===== config.mk =====
export PLATFORM = sky130hd
export DESIGN_NAME = falte_ctrl
export DESIGN_NICKNAME = d
export VERILOG_FILES = /design/src/falte_pkg.sv /design/src/falte_ctrl.sv
export SDC_FILE = /design/constraint.sdc
export NUM_CORES = 1
export LEC_CHECK = 0
export BUFFER_PORTS_ARGS = -buffer_cell sky130_fd_sc_hd__buf_2
export CAP_MARGIN = 20
export CORE_AREA = 2 2 43 45
export CTS_CLUSTER_DIAMETER = 60
export DETAILED_ROUTE_END_ITERATION = 12
export DIE_AREA = 0 0 45 47
export PLACE_DENSITY = 0.87
export SYNTH_ARGS = -nofsm -noshare
export SYNTH_HDL_FRONTEND = slang
export SYNTH_SLANG_ARGS = --single-unit

===== constraint.sdc =====
create_clock -name clk -period 4.4 [get_ports clk]
set_input_delay 0.22 -clock clk [delete_from_list [all_inputs] [get_ports clk]]
set_output_delay 0.22 -clock clk [all_outputs]
set_load 0.02 [all_outputs]

===== src/falte_pkg.sv =====
// Package for the frame ack lag and throughput estimator.
// Types and constants shared by the other modules but falte_ram; no dependencies.
`timescale 1ns / 1ps
package falte_pkg;

    localparam int HISTORY_DEPTH = 64;
    localparam int SLOT_W = $clog2(HISTORY_DEPTH);
    localparam int PTR_W = SLOT_W + 1;
    localparam int TIME_W = 48;
    localparam int BYTES_W = 32;
    localparam int RENDER_W = 20;
    localparam int SUM_W = 64;
    localparam int RSUM_W = RENDER_W + PTR_W;
    localparam int REC_W = TIME_W + BYTES_W + RENDER_W;

    localparam logic [1:0] ST_ACK    = 2'd0;
    localparam logic [1:0] ST_FUTURE = 2'd1;
    localparam logic [1:0] ST_STALE  = 2'd2;
    localparam logic [1:0] ST_EMIT   = 2'd3;

    localparam logic [30:0] MAX31 = 31'h7FFF_FFFF;

    // Commands from controller to datapath.
    typedef struct packed {
        logic       capture;     // latch input item
        logic       emit_drop;   // drop oldest record (full ring)
        logic       emit_write;  // write record, bump tail
        logic       scan_start;  // clear sums, reset scan index
        logic       rd_issue;    // issue RAM read at head+idx
        logic       scan_acc;    // accumulate returned record
        logic       ack_update;  // update baseline/lag, retire on match
        logic       div_net;     // start network division
        logic       div_proc;    // start processing division
        logic       fold_net;    // fold quotient into net avg
        logic       fold_proc;   // fold quotient into proc avg
        logic       set_status;  // latch status of non-scanning item
        logic [1:0] status;
    } falte_cmd_t;

    // Status from datapath to controller.
    typedef struct packed {
        logic is_ack;
        logic future;
        logic stale;
        logic full;
        logic scan_done;   // scan terminated (match, later, or end)
        logic net_ok;
        logic proc_ok;
        logic div_done;
    } falte_sts_t;

endpackage


===== src/falte_ctrl.sv =====
// Controller state machine sequencing emit, scan, update and divisions.
// Depends on falte_pkg.
`timescale 1ns / 1ps
module falte_ctrl (
    input  logic                  clk,
    input  logic                  rst_n,
    input  logic                  in_valid,
    output logic                  in_ready,
    output logic                  out_valid,
    input  logic                  out_ready,
    output falte_pkg::falte_cmd_t cmd,
    input  falte_pkg::falte_sts_t sts
);
    typedef enum logic [9:0] {
        S_IDLE   = 10'b0000000001,
        S_DECODE = 10'b0000000010,
        S_EMITRD = 10'b0000000100,
        S_EMITWR = 10'b0000001000,
        S_SCAN   = 10'b0000010000,
        S_UPDATE = 10'b0000100000,
        S_NETDIV = 10'b0001000000,
        S_PRCHK  = 10'b0010000000,
        S_PRDIV  = 10'b0100000000,
        S_OUT    = 10'b1000000000
    } state_t;

    state_t state_reg, state_next;
    logic   pend_reg, pend_next;   // a read is in flight during scan

    always_comb
    begin
        state_next = state_reg;
        pend_next = pend_reg;
        cmd = '0;
        in_ready = 1'b0;
        out_valid = 1'b0;
        case (state_reg)
            S_IDLE:
            begin
                in_ready = 1'b1;
                if (in_valid)
                begin
                    cmd.capture = 1'b1;
                    state_next = S_DECODE;
                end
            end
            S_DECODE:
            begin
                if (!sts.is_ack)
                begin
                    cmd.emit_drop = 1'b0;
                    cmd.set_status = 1'b1;
                    cmd.status = falte_pkg::ST_EMIT;
                    state_next = S_EMITRD;
                end
                else if (sts.future)
                begin
                    cmd.set_status = 1'b1;
                    cmd.status = falte_pkg::ST_FUTURE;
                    state_next = S_OUT;
                end
                else if (sts.stale)
                begin
                    cmd.set_status = 1'b1;
                    cmd.status = falte_pkg::ST_STALE;
                    state_next = S_OUT;
                end
                else
                begin
                    cmd.scan_start = 1'b1;
                    pend_next = 1'b0;
                    state_next = S_SCAN;
                end
            end
            S_EMITRD:
            begin
                // read oldest record bytes (address = head)
                cmd.emit_drop = 1'b0;
                state_next = S_EMITWR;
            end
            S_EMITWR:
            begin
                cmd.emit_write = 1'b1;
                cmd.emit_drop = sts.full;
                state_next = S_OUT;
            end
            S_SCAN:
            begin
                if (sts.scan_done)
                begin
                    state_next = S_UPDATE;
                end
                else if (!pend_reg)
                begin
                    cmd.rd_issue = 1'b1;
                    pend_next = 1'b1;
                end
                else
                begin
                    cmd.scan_acc = 1'b1;
                    pend_next = 1'b0;
                end
            end
            S_UPDATE:
            begin
                cmd.ack_update = 1'b1;
                if (sts.net_ok)
                begin
                    cmd.div_net = 1'b1;
                    state_next = S_NETDIV;
                end
                else
                begin
                    state_next = S_PRCHK;
                end
            end
            S_NETDIV:
            begin
                if (sts.div_done)
                begin
                    cmd.fold_net = 1'b1;
                    state_next = S_PRCHK;
                end
            end
            S_PRCHK:
            begin
                if (sts.proc_ok)
                begin
                    cmd.div_proc = 1'b1;
                    state_next = S_PRDIV;
                end
                else
                begin
                    state_next = S_OUT;
                end
            end
            S_PRDIV:
            begin
                if (sts.div_done)
                begin
                    cmd.fold_proc = 1'b1;
                    state_next = S_OUT;
                end
            end
            S_OUT:
            begin
                out_valid = 1'b1;
                if (out_ready)
                begin
                    state_next = S_IDLE;
                end
            end
            default:
            begin
                state_next = S_IDLE;
            end
        endcase
    end

    always_ff @(posedge clk or negedge rst_n)
    begin
        if (!rst_n)
        begin
            state_reg <= S_IDLE;
            pend_reg <= 1'b0;
        end
        else
        begin
            state_reg <= state_next;
            pend_reg <= pend_next;
        end
    end
endmodule


# Yosys cells after proc, flatten, opt, wreduce, memory -nomap -nowiden

Index checks and enable logic that the tools add are counted.

Equal/unequal tests: 19
Mux-type cells: 41
Reductions and logical operators: 3

Operators by type and width:

| operator                                                          | count |
|---|---|
| 10-bit case mux with 10 select lines                              | 1 |
| 10-bit 2-to-1 mux                                                 | 9 |
| 1-bit 2-to-1 mux                                                  | 22 |
| 2-bit != test (second input constant)                             | 9 |
| 3-bit 2-to-1 mux                                                  | 4 |
| 10-bit by 1-bit == test with 1-bit output (second input constant) | 1 |
| 10-bit == test (second input constant)                            | 1 |
| 10-bit by 2-bit == test with 1-bit output (second input constant) | 1 |
| 10-bit by 3-bit == test with 1-bit output (second input constant) | 1 |
| 10-bit by 4-bit == test with 1-bit output (second input constant) | 1 |
| 10-bit by 5-bit == test with 1-bit output (second input constant) | 1 |
| 10-bit by 6-bit == test with 1-bit output (second input constant) | 1 |
| 10-bit by 7-bit == test with 1-bit output (second input constant) | 1 |
| 10-bit by 8-bit == test with 1-bit output (second input constant) | 1 |
| 10-bit by 9-bit == test with 1-bit output (second input constant) | 1 |
| 5-bit AND reduction                                               | 2 |
| 8-bit 2-to-1 mux                                                  | 1 |
| 2-bit 2-to-1 mux                                                  | 3 |
| 1-bit case mux with 2 select lines                                | 1 |
| 2-bit nonzero test                                                | 1 |

Register bits after elaboration: 11
Bits of input ports: 12

# Longest topological paths before layout

Depth in word-level cells: 4
Gate-level depth with buffers: 7
Mapped depth without buffers: 5

# Worst setup path after synthesis

Ideal clock, no wire load.

Path type: register to output
From: reg state_reg[4]
To: out cmd[12] (netlist bit)
Arrival: 2.242 ns
Data required time: 4.180 ns
Setup slack: 1.938 ns
Stages on the path, launching flop included: 5
Path through: dfrtp_1 > or4_4 > nor2_1 > nor4b_1 > and2_1

RTL lines:

| what                     | RTL line          | RTL |
|---|---|---|
| start: declaration       | falte_ctrl.sv:27  | `state_t state_reg, state_next;` |
| start signal: assignment | falte_ctrl.sv:169 | `state_reg <= state_next;` |
| end: declaration         | falte_ctrl.sv:11  | `output falte_pkg::falte_cmd_t cmd,` |

==> results.md <==
* Result of the run: complete, no violations
* Number of synthesis warnings at 0
* Post-Synth Simple-Gate Area at 0.416
* Max Cap Viol at 0
* Cells on worst reg2reg path at 5
* Die footprint at ~2100 um^2
* Number of diodes added for antenna fixing at 0
* Root Buffer Master: sky130_fd_sc_hd__clkbuf_4
* Top achievable clock speed at about 400 MHz
* Share of post-route cells with drive strength above 1 at 0.333
* Worst supply voltage drop on vdd at 0.216 mV
* Count of buffers inserted at the top-level ports at 27
* DP HPWL at between 1500 and 2000 um
* Final Hold Fails at 0
* Buffers and inverters on the worst path at 1
* Register-to-register setup slack at approximately 2.3 ns
* Reg2reg start: state_reg[4]
* RSZ-0062 raised after global routing: no
* Main combinational cell family by area after synthesis: simple AND/OR/NAND/NOR gates
* CTS max path bufs at 2
* Path category of the worst min-delay check: input port to flop
* Number of flip-flops in the largest register at 10
* Multiplexer fraction of the synthesized cell area at 0
* Max-slew headroom at the worst pin at 0.766
* Aggregate routed wire length at around 1900 um
* Startpoint kind of the worst setup timing path: flop
* Synthesized net count at about 110
* Number of cells on the critical path at 5
* Number of placed cells counting well taps at 138
* R2r endpoint: state_reg[5]
* Filler Cell Count at between 150 and 200
* Post-synthesis area per instance at 8.59 um^2
* Final Hold Slack at approximately 0.14 ns
* Standard-cell rows at 15
* Via count at between 800 and 900
* Average routed wire per standard cell at about 13 um
* Worst Clk Skew at approximately 0.0030 ns
* Routability congestion estimate at slightly above 0.9
* Sequential fraction of the synthesis area at 0.335
* Share of the cycle needed by the critical path after routing at 0.570
* Critical path endpoint: cmd[0]
* Count of TritonRoute iterations in the first routing pass at 5
* Wire length of the first global-routing pass at between 3000 and 4000 um
* # nets final at about 140
* Critical Path Max Stage Delay at approximately 0.57 ns
* Xor and xnor area share after synthesis at 0.0319
* Summed negative setup slack over all endpoints at 0 ns
* Number of buffers created by CTS at 3
* Max stage delay cell, worst path: sky130_fd_sc_hd__or4_4
* Number of antenna violations at the first check in global routing at 0
* H-tree levels at 1
* Die Width at between 40 and 50 um
* TritonCTS sink count at 11
* Post-layout power at 0.000406 W
* CORE AREA at 1650 um^2
* Leading cell type in the layout, fill and taps excluded: sky130_fd_sc_hd__buf_2
* Post-synthesis to final-layout area growth at 21.4%
* Initial standard-cell utilization of the core at 0.499
* Number of placed I/O pins at 28
* Number of DRC violations after detailed-routing iteration 0 at 19
* Maximum fanout along the worst path at 8
* Adder-cell share of the synthesized area at 0
* CTS tree: done
* Global route overflow at 0
* Slew Viols, Final at 0
* Critical Path AT at around 2.3 ns
* Clock transition at the registers of the reported paths at 0.07 ns
* Post-CTS setup-driven buffer insertion count at 0
* Lkg Pwr at between 0.5 and 0.6 nW
* Worst-Skew Late Latency at approximately 0.28 ns
* Largest net degree at the start of global routing at 12
* Layout Cells excl Fill at 143
* Setup-failing EPs final at 0
* Flop and latch count out of synthesis at 11
* Total DRC errors in the routed layout at 0
* Gate count after technology mapping at 96
* Aggregate global-route resource usage at 0.202
* Power per standard cell area at slightly above 400 nW/um^2
* Post-synth design cell area at just over 800 um^2
* Commonest cells after routing, fill and taps aside: sky130_fd_sc_hd__buf_2, sky130_fd_sc_hd__nor2_1, sky130_fd_sc_hd__dfrtp_1
* Delay-heaviest family, CP: simple AND/OR/NAND/NOR gates
* Critical Path Source: state_reg[4]
* Shortest clock period the worst path allows after layout at approximately 2.5 ns
* Unique masters post-synth at 39
* Vias per Instance at ~5.8
* Die Span Y at ~47 um
* Cells traversed along the worst timing path: or4_4 > or3_4 > or2_1 > a21oi_1 > buf_2
* Number of global-route vias before repair at between 700 and 800
* Pin slew with the least headroom to its limit at 0.346 ns
* Class of the most critical setup path: flop to primary output
* Endpoint class of the critical path: primary output
* Complex-gate fraction of the synthesized area at 0.170
* Endpoint required time on the critical path at ~4.2 ns
* Antenna-violating nets left at 0
## synthesized netlist by cell type
cell	number	area, um^2
sky130_fd_sc_hd__nand2b_1	3	18.8
sky130_fd_sc_hd__nor2_1	12	45.0
sky130_fd_sc_hd__o21ai_0	4	20.0
sky130_fd_sc_hd__inv_1	6	22.5
sky130_fd_sc_hd__and3_1	2	12.5
sky130_fd_sc_hd__o2111ai_1	1	8.76
sky130_fd_sc_hd__o21bai_1	1	7.51
sky130_fd_sc_hd__or2b_1	1	7.51
sky130_fd_sc_hd__or4_4	3	33.8
sky130_fd_sc_hd__nand4b_1	1	8.76
sky130_fd_sc_hd__xor2_1	1	8.76
sky130_fd_sc_hd__nor4b_1	2	17.5
sky130_fd_sc_hd__dfrtp_1	10	250
sky130_fd_sc_hd__xnor2_1	2	17.5
sky130_fd_sc_hd__or2_1	1	6.26
sky130_fd_sc_hd__o32ai_1	1	8.76
sky130_fd_sc_hd__nor3b_1	1	7.51
sky130_fd_sc_hd__or3b_2	2	17.5
sky130_fd_sc_hd__or3_1	6	37.5
sky130_fd_sc_hd__buf_6	1	11.3
sky130_fd_sc_hd__buf_2	1	5.00
sky130_fd_sc_hd__nor3_1	2	10.0
sky130_fd_sc_hd__a221oi_1	1	8.76
sky130_fd_sc_hd__o21ai_4	1	16.3
sky130_fd_sc_hd__or4_1	2	15.0
sky130_fd_sc_hd__o21bai_2	1	11.3
sky130_fd_sc_hd__nand3_1	1	5.00
sky130_fd_sc_hd__a2bb2oi_1	1	8.76
sky130_fd_sc_hd__o21a_1	1	7.51
sky130_fd_sc_hd__nand2_1	4	15.0
sky130_fd_sc_hd__nor2b_1	1	6.26
sky130_fd_sc_hd__or2_2	1	6.26
sky130_fd_sc_hd__dfstp_2	1	26.3
sky130_fd_sc_hd__o21ai_1	1	5.00
sky130_fd_sc_hd__nor3b_2	1	12.5
sky130_fd_sc_hd__a21oi_1	6	30.0
sky130_fd_sc_hd__a21o_1	1	7.51
sky130_fd_sc_hd__or3_4	2	22.5
sky130_fd_sc_hd__and2_1	6	37.5
## what timing repair did
item,in CTS,in global routing
resized for setup,0,0
hold endpoints to repair,10,0
hold buffers,1,0
setup endpoints to repair,0,0
## per-stage QoR
stage                     worst slack [ns]   util  cell area [um^2]
after floorplan                       1.94      -               825
after global placement                2.24  0.584               965
after detailed placement              2.21  0.584               965
after CTS                             1.90  0.606              1000
after global routing                  1.81  0.606              1000
final                                 1.89  0.606              1000
## power breakdown
group	total [W]	leakage (nW)	switching (W)	internal, W
Combinational	0.000194	0.366	0.000110	0.0000838
Clock	0.0000700	0.0150	0.0000348	0.0000352
Sequential	0.000142	0.147	0.0000208	0.000122
## routing by layer
metal,global-route usage,up-vias,share of wire
met3,0.0423,5,0.060
met2,0.343,31,0.49
li1,-,407,-
met1,0.252,381,0.43
met5,0,-,0
met4,0.0824,0,0.016
## logic make-up after synthesis
kind of cell	after synthesis
and+or+nand+nor	54
AOI/OAI and AO/OA	20
DFF	11
buffers and inverters	8
xor gates and xnor gates	3
## area by class of cell
type / instances / area, um^2 / area share
clock buffer: 4 / 26.3 / 0.0263
inverter: 6 / 22.5 / 0.0225
multi-input combinational: 77 / 509 / 0.509
sequential: 11 / 277 / 0.276
tap: 17 / 21.3 / 0.0212
timing repair buffer: 28 / 145 / 0.145
## worst min-delay path by stage
stage                 from            to  slack [ns]  depth (start not counted)
floorplan            rst_n      pend_reg       -0.08                          0
global placement     rst_n  state_reg[6]        0.10                          1
detailed placement   rst_n  state_reg[6]        0.10                          1
CTS                 sts[7]  state_reg[2]        0.14                          2
global route        sts[7]  state_reg[2]        0.15                          2
finish              sts[7]  state_reg[2]        0.14                          2
No activity file was read; power rests on OpenSTA's default activity.
